File: config.mk
export PLATFORM = sky130hd
export DESIGN_NAME = sce_front
export DESIGN_NICKNAME = d
export VERILOG_FILES = /design/src/rtl/sce_pkg.sv /design/src/rtl/sce_front.sv
export SDC_FILE = /design/constraint.sdc
export NUM_CORES = 1
export LEC_CHECK = 0
export ABC_AREA = 1
export BUFFER_PORTS_ARGS = -buffer_cell sky130_fd_sc_hd__buf_4
export CAP_MARGIN = 20
export CORE_MARGIN = 10
export CORE_UTILIZATION = 41
export DETAILED_ROUTE_END_ITERATION = 10
export GPL_TIMING_DRIVEN = 0
export PLACE_DENSITY = 0.67
export SYNTH_ARGS = -nofsm -noshare
export SYNTH_HDL_FRONTEND = slang
export SYNTH_SLANG_ARGS = --single-unit
File: constraint.sdc
create_clock -name clk -period 12.2 [get_ports clk]
set_input_delay 1.22 -clock clk [delete_from_list [all_inputs] [get_ports clk]]
set_output_delay 1.22 -clock clk [all_outputs]
set_load 0.01 [all_outputs]
File: src/rtl/sce_pkg.sv
`timescale 1ns / 1ps
package sce_pkg;

	// Field widths and fixed-point format.
	localparam int WORD_W = 32;
	localparam int REG_W  = 31;
	localparam int FRAC_W = 16;
	localparam int ADDR_W = 4;
	localparam int ACC_W  = 52;

	// Register reset values, unsigned Q15.16.
	localparam logic [REG_W-1:0] GRAVITY_RST   = 31'd655360;
	localparam logic [REG_W-1:0] DRAG_RST      = 31'd131072;
	localparam logic [REG_W-1:0] STIFFNESS_RST = 31'd13107200;
	localparam logic [REG_W-1:0] REST_LEN_RST  = 31'd52429;

	// Register indexes on the configuration port.
	typedef enum logic [1:0] {
		REG_GRAVITY   = 2'd0,
		REG_DRAG      = 2'd1,
		REG_STIFFNESS = 2'd2,
		REG_REST_LEN  = 2'd3
	} reg_idx_t;

	typedef struct packed {
		logic [REG_W-1:0] gravity;
		logic [REG_W-1:0] drag_coeff;
		logic [REG_W-1:0] spring_stiffness;
		logic [REG_W-1:0] rest_length;
	} cfg_t;

	typedef struct packed {
		logic signed [WORD_W-1:0] pos_x;
		logic signed [WORD_W-1:0] pos_y;
		logic signed [WORD_W-1:0] pos_z;
		logic signed [WORD_W-1:0] vel_x;
		logic signed [WORD_W-1:0] vel_y;
		logic signed [WORD_W-1:0] vel_z;
		logic                     chain_start;
		logic                     chain_end;
	} in_item_t;

	typedef struct packed {
		logic signed [WORD_W-1:0] dpos_x;
		logic signed [WORD_W-1:0] dpos_y;
		logic signed [WORD_W-1:0] dpos_z;
		logic signed [WORD_W-1:0] accel_x;
		logic signed [WORD_W-1:0] accel_y;
		logic signed [WORD_W-1:0] accel_z;
		logic                     end_of_chain;
	} out_item_t;

	// Particle class decided at the front.
	typedef enum logic {
		KIND_MASS   = 1'b0,
		KIND_ANCHOR = 1'b1
	} kind_t;

	typedef struct packed {
		kind_t                  kind;
		logic                   last;
		logic [2:0][WORD_W-1:0] pos;
		logic [2:0][WORD_W-1:0] vel;
	} front_item_t;

	typedef enum logic [3:0] {
		ST_IDLE,
		ST_MULA,
		ST_ROOT,
		ST_SPRM,
		ST_DIV,
		ST_FMUL,
		ST_FIN,
		ST_EMITA,
		ST_UPD,
		ST_EMITB
	} back_state_t;

endpackage

File: src/rtl/sce_front.sv
`timescale 1ns / 1ps
module sce_front (
	input  logic                 clk,
	input  logic                 arst_n,
	input  logic                 item_valid,
	output logic                 item_ready,
	input  sce_pkg::in_item_t    item,
	output logic                 q_valid,
	input  logic                 q_pop,
	output sce_pkg::front_item_t q_item
);

	sce_pkg::front_item_t mem_q [2];
	logic                 wr_ptr_q;
	logic                 rd_ptr_q;
	logic [1:0]           count_q;
	logic                 push;
	logic                 pop;
	sce_pkg::front_item_t cls;

	// Classify the incoming particle.
	always_comb begin
		cls.kind = item.chain_start ? sce_pkg::KIND_ANCHOR : sce_pkg::KIND_MASS;
		cls.last = item.chain_end;
		cls.pos  = {item.pos_z, item.pos_y, item.pos_x};
		cls.vel  = {item.vel_z, item.vel_y, item.vel_x};
	end

	assign item_ready = (count_q != 2'd2);
	assign push       = item_valid && item_ready;
	assign q_valid    = (count_q != 2'd0);
	assign pop        = q_pop && q_valid;
	assign q_item     = mem_q[rd_ptr_q];

	// Two-entry queue pointers.
	always_ff @(posedge clk or negedge arst_n) begin
		if (!arst_n) begin
			wr_ptr_q <= 1'b0;
			rd_ptr_q <= 1'b0;
			count_q  <= 2'd0;
		end else begin
			if (push) wr_ptr_q <= !wr_ptr_q;
			if (pop) rd_ptr_q <= !rd_ptr_q;
			count_q <= count_q + {1'b0, push} - {1'b0, pop};
		end
	end

	// Queue storage.
	always_ff @(posedge clk) begin
		if (push) mem_q[wr_ptr_q] <= cls;
	end

endmodule

=== Word-level counts from Yosys, hierarchy flattened ===
Memory sizes are Yosys's and may differ from the RTL's.
Cells that the tools add are included.

* Reduce and logical (&&, ||, !) cells: 5
* Eq/ne operators: 1
* Multiplexer cells: 3
* $add $sub $neg: 2

{| class="wikitable"
|+ Operator list
! cell !! count
|-
| 1-bit two-way mux || 3
|-
| 2-bit by 1-bit adder with 2-bit output || 1
|-
| 1-bit logical AND || 2
|-
| 1-bit logical NOT || 2
|-
| 2-bit != test, second input constant || 1
|-
| 2-bit nonzero test || 1
|-
| 2-bit by 1-bit subtractor with 2-bit output || 1
|}

* Register bits: 4
* Memories kept: 1
* Word-level logic and storage cells: 15
* Bits of input ports: 198
* Bits in writable memories: 388

{| class="wikitable"
|+ Memory list
! name !! depth !! bits a word !! read ports !! clocked after memory_dff !! wr ports !! line !! RTL
|-
| mem_q || 2 || 194 || 1 || 0 || 1 || sce_front.sv:13 || <nowiki>sce_pkg::front_item_t mem_q [2];</nowiki>
|}

=== Depth between registers and ports, before layout ===
Gate-level depths: netlist (run 1).

* Depth in word-level cells: 4
* Gate-level depth with buffers: 12
* Mapped depth without buffers: 12

=== Least setup slack after synthesis (run 1) ===
OpenSTA, ideal clock, no wires.

* Path type: in2reg
* Start: input port item_valid
* End: memory mem_q[1][0] in the netlist's numbering, enable pin
* Cell stages on the path: 2
* Arrival time: 9.393 ns
* Required time: 11.447 ns
* Path buffers: 0
* Path slack: 2.055 ns
* Path through: nand2_1 -> nor2_1

* Longest elaborated chain between the ends: 3

{| class="wikitable"
|+ Ends and longest elaborated chain
! item !! line !! RTL
|-
| start, declared || sce_front.sv:5 || <nowiki>input logic item_valid,</nowiki>
|-
| 1-bit logical AND || sce_front.sv:30 || <nowiki>assign push = item_valid && item_ready;</nowiki>
|-
| 1-bit two-way mux || sce_front.sv:50 || <nowiki>if (push) mem_q[wr_ptr_q] <= cls;</nowiki>
|-
| 1-bit two-way mux (not written as such) || sce_front.sv:50 ||
|-
| end, declared || sce_front.sv:13 ||
|}

No other way between the ends.

==> metrics.yaml, run 1 <==
antenna_found_initial: 3
hp-class: "in -> async"
ff2ff_setup_slack_ns: 9.77
path_delay_family: "buffers and inverters"
grt_max_degree: 32
worst_r2r_endpoint: "mem_q[0][99]"
path_buf_inv: 4
worstReg2RegStart: "count_q[1]"
critical_path_class: "reg -> out"
tightest_slew_ns: 0.614
grt_usage: 0.169
cts_htree_levels: 2
hold_buffers: 0
portBuffers: 393
final_cell_mix: "nand2_1, buf_4, edfxtp_1"
worst_slack_ns: 9.12
startpoint_type: "flop"
grt_pass1_wl_mm: 56.2
pre_cts_ws_ns: 9.04
cts_sinks: 392
critPathMaxFanout: 10
power_mw: 4.92
postCtsSetupRepairBufs: 0
drc: 0
cts_buffer_depth: 3
synth_seq_cells: 392
worst_ep_required_time_ns: 10.98
wl_per_cell_um: 19.0
path_clk_slew_ns: 0.06
avgSynthCellArea_um2: 13.8
fp.dieH_um: 207
max_stage_delay_ns: 0.32
syn_inst: 1045
first_global_vias: 9468
slew_headroom: 0.589
drt_iter0_drc: 592
path_common_cell: "buf_4"
r2r_cells: 6
core_um2: 34500
rsz0062_at_grt: "false"
synth_fp_nets: 1244
post-dp-hpwl_mm: 27.3
nNetsFinal: 1695
ant_nets: 0
drive_above_1_share: 0.334
drt_pass1_iterations: 5
slew_violations: 0
final_common_cell: "nand2_1"
start_util: 0.416
wl_mm: 37.6
cts-resized-gates: 0
skew_ns: 0.0116
cellPowerDensity_nw_per_um2: 252
clock_latency_ns: 0.53
vias: 9191
synth_cell_types: 14
post-route-period-util: 0.252
critical_path_arrival_ns: 1.86
ys_warn_count: 0
seq_area_frac_synth: 0.817
min_period_ns: 3.08
end_kind: "output port"
rows: 68
synthToLayoutAreaGrowth_pct: 35.8
max_freq_mhz: 325
setup_viol: 0
cts_tree: "yes"
chipWidth_um: 207
status: "complete, no violations"
numCtsBuffers: 42
vias_per_cell: 4.63
path_cells: "buf_4 -> buf_4 -> buf_2 -> nand2_1 -> nand2_1 -> buf_4"
maxCapViolCount: 0
place_congestion: 0.798
die_area_um2: 43000
final_hold_viol_count: 0
worst_path_max_delay_cell: "dfrtp_1"
vdd_ir_drop_max_uv: 171
ios: 394
gr-total-overflow: 0
leakage_nw: 8.32
synth_area_um2: 14400
cts-root-buf: "clkbuf_16"
==> logic make-up (layout without fill, tap and decap cells) <==
kind of cell,Yosys count,after routing,synth area share
flops,392,392,0.817
xor+xnor,1,1,0.000609
simple gates,598,598,0.156
compound gates,2,2,0.000696
other cells,0,1,0
fa+ha+maj,1,1,0.000870
buf+inv,51,534,0.0240
==> synth_stat cells <==
cell type	count	area [um^2]
edfxtp_1	388	11700
inv_1	7	26.3
nor2_1	5	18.8
o21ai_0	1	5.00
a21oi_1	1	5.00
xor2_1	1	8.76
ha_1	1	12.5
nand3_1	2	10.0
dfrtp_1	4	100
inv_4	1	6.26
nand2_1	591	2220
buf_4	9	67.6
buf_6	12	135
buf_2	22	110
==> metrics by stage <==
| stage | area (um^2) | cells | util | setup TNS, ns | hold WS (ns) |
|---|---|---|---|---|---|
| floorplan | 14400 | 1045 | - | 0 | 0.485 |
| global placement | 17900 | 1893 | 0.518 | -1165.57 | 0.498 |
| detailed placement | 18200 | 1907 | 0.527 | 0 | 0.573 |
| CTS | 19500 | 1983 | 0.565 | 0 | 0.446 |
| global route | 19500 | 1984 | 0.565 | 0 | 0.441 |
| finish | 19500 | 1984 | 0.565 | 0 | 0.470 |
==> layout make-up <==
class / count / area (um^2)
fillers: 2769 / 15000
clock buffers: 52 / 1110
clock inverters: 24 / 196
inverters: 8 / 32.5
repair buffers: 407 / 3250
multi-input cells: 602 / 2290
well taps: 455 / 569
plain buffers: 43 / 313
diodes: 1 / 2.50
flip-flops and latches: 392 / 11800
==> report_power, final <==
part / switching (mW) / leakage [nW] / internal (mW)
sequential: 0.0654 / 3.65 / 1.83
combinational: 1.08 / 4.04 / 0.748
clock: 0.493 / 0.637 / 0.709
==> worst max-delay path by stage <==
| stage | slack [ns] | cells after the start | end | from |
|---|---|---|---|---|
| 2_1_floorplan | 2.05 | 2 | mem_q[1][0] | item_valid |
| 3_5_place_dp | 9.04 | 6 | mem_q[0][110] | item_valid |
| 5_1_grt | 8.97 | 6 | q_item[48] | rd_ptr_q |
| 3_3_place_gp | -3.06 | 3 | mem_q[1][102] | item_valid |
| 6_report | 9.12 | 6 | q_item[59] | rd_ptr_q |
| 4_1_cts | 9.04 | 6 | q_item[47] | rd_ptr_q |
==> flip-flops by register name (all words and copies together), names as in the netlist <==
name / flops
wr_ptr_q: 1
mem_q: 388
count_q: 2
rd_ptr_q: 1
==> routing by layer <==
metal / share of wire / wire length [um] / up-vias / GRT usage
li1: - / - / 4442 / -
met1: 0.38 / 14100 / 4356 / 0.189
met2: 0.50 / 18600 / 341 / 0.286
met3: 0.11 / 4120 / 48 / 0.0781
met4: 0.019 / 721 / 4 / 0.0437
met5: 0.00072 / 27 / - / 0
(Power assumes the default switching activity.)
==> run 2: changes to the inputs <==
==> constraint.sdc (replaced) <==
create_clock -name clk -period 2.88 [get_ports clk]
set_input_delay 0.288 -clock clk [delete_from_list [all_inputs] [get_ports clk]]
set_output_delay 0.288 -clock clk [all_outputs]
set_load 0.01 [all_outputs]
==> metrics.yaml, run 2 (synthesized netlist as in run 1, its figures left out) <==
cts-root-buf: "clkbuf_16"
core_um2: 34500  # unchanged
pre_cts_ws_ns: 0.684  # -8.35 ns
hp-class: "in -> reg"
drt_iter0_drc: 549  # -7.3%
drt_pass1_iterations: 5  # unchanged
worst_slack_ns: 0.711  # -8.41 ns
leakage_nw: 9.13  # +9.7%
drive_above_1_share: 0.298  # -0.0368
wl_per_cell_um: 18.6  # -2.2%
vias_per_cell: 4.61  # -0.49%
hold_buffers: 195  # +195
numCtsBuffers: 40  # -4.8%
vdd_ir_drop_max_uv: 678  # +300%
grt_usage: 0.181  # +0.0122
die_area_um2: 43000  # unchanged
hold_path_depth: 3
vias: 10000  # +9.1%
first_global_vias: 10800  # +14%
slew_headroom: 0.609  # +0.0198
path_delay_family: "buffers and inverters"
status: "complete, no violations"
r2r_cells: 7  # +1
skew_ns: 0.00538  # -0.00621 ns
critical_path_arrival_ns: 2.37  # +0.51 ns
worst_path_max_delay_cell: "nor2_4"
max_freq_mhz: 461
nNetsFinal: 1888  # +11%
critPathMaxFanout: 31  # +21
path_clk_slew_ns: 0.06  # about the same
place_congestion: 0.775  # -2.8%
cts_htree_levels: 2  # unchanged
largest_reg_flops: 388  # unchanged
top_register: "mem_q"
cts_sinks: 392  # unchanged
path_common_cell: "buf_12"
reg_top3: "mem_q (388), count_q (2)"
portBuffers: 393  # unchanged
dp_cells: 1907  # unchanged
cts_tree: "yes"
ant_nets: 0  # unchanged
setup_viol: 0  # unchanged
startpoint_type: "flop"
cts_buffer_depth: 3  # unchanged
clock_latency_ns: 0.51  # -0.02 ns
cts-resized-gates: 0  # unchanged
cellPowerDensity_nw_per_um2: 985  # +290%
crit_cells: 7  # +1
utilization: 0.621  # +0.0562
path_cells: "inv_1 -> nand2_2 -> nand2_4 -> nor2_4 -> buf_16 -> buf_12 -> buf_12"
tns_ns: 0  # unchanged
maxCapViolCount: 0  # unchanged
start_util: 0.416  # unchanged
postCtsSetupRepairBufs: 0  # unchanged
wl_mm: 40.4  # +7.3%
worst_ep_required_time_ns: 3.09  # -7.89 ns
final_common_cell: "nand2_1"
drc: 0  # unchanged
chipWidth_um: 207  # unchanged
max_stage_delay_ns: 0.46  # +0.14 ns
rsz0062_at_grt: "false"
fp.dieH_um: 207  # unchanged
instances_no_fill: 2175  # +9.6%
end_kind: "flop"
final_cell_mix: "nand2_1, buf_4, edfxtp_1"
antenna_found_initial: 3  # unchanged
path_buf_inv: 4  # unchanged
power_mw: 21.2  # +330%
gr-total-overflow: 0  # unchanged
tightest_slew_ns: 0.585  # -0.0296 ns
grt_max_degree: 33  # +3.1%
synthToLayoutAreaGrowth_pct: 49.3
rows: 68  # unchanged
slew_violations: 0  # unchanged
post-route-period-util: 0.753
ios: 394  # unchanged
final_hold_viol_count: 0  # unchanged
critical_path_class: "reg -> reg"
grt_pass1_wl_mm: 62.2  # +11%
post-dp-hpwl_mm: 27.8  # +1.6%
min_period_ns: 2.17
-- run 2: cell count changes in the layout (fill, tap and decap cells not counted), sizes merged --
cell | before | now
bufinv | 3 | 5
clkbuf | 52 | 45
diode | 1 | 3
dlygate4sd3 | 0 | 195
inv | 9 | 8
-- run 2: area by class of cell --
class                      instances  area, um^2
multi-input combinational        602        2300
tap                              455         569
clock inverter                    25         246
timing repair buffer             602        5200
clock buffer                      45        1040
buffer                            43         313
antenna                            3        7.51
inverter                           8        32.5
sequential                       392       11800
fill                            2549       13100
-- run 2: per-layer routing --
layer  track usage  part of all wire  vias up
met5             0                 0        -
met4        0.0547             0.027        0
met3        0.0642             0.085       66
met2         0.318              0.51      358
met1         0.202              0.38     4777
li1              -                 -     4825
-- run 2: where the power goes --
| part | switching, mW | total [mW] | internal [mW] | leakage, nW |
|---|---|---|---|---|
| Sequential | 0.285 | 8.04 | 7.76 | 3.65 |
| Clock | 2.05 | 5.08 | 3.04 | 0.628 |
| Combinational | 4.68 | 8.02 | 3.34 | 4.85 |
| Total | 7.01 | 21.2 | 14.1 | 9.13 |
-- run 2: path summary, 6_finish.rpt --
check / endpoint / slack (ns) / startpoint
min in group asynchronous: rd_ptr_q / 0.13 / arst_n
min reg2reg: count_q[0] / 0.55 / count_q[0]
max: mem_q[0][97] / 0.71 / count_q[0]
max in group asynchronous: wr_ptr_q / 2.64 / arst_n
min: wr_ptr_q / 0.07 / item_valid
max reg2reg: mem_q[0][97] / 0.71 / count_q[0]
-- run 2: worst register-to-register path: stages, from the launching register on --
cell,delay (ns)
dfrtp_1,0.38
inv_1,0.06
nand2_2,0.12
nand2_4,0.09
nor2_4,0.46
buf_16,0.24
buf_12,0.23
buf_12,0.25
-- run 2: through the flow --
stage                     hold slack (ns)  instance area, um^2
final                              0.0721                21500
after global placement             0.0930                17900
after CTS                          0.0412                21500
after global routing               0.0620                21500
after floorplan                  -0.00759                14400
after detailed placement           0.0944                18200
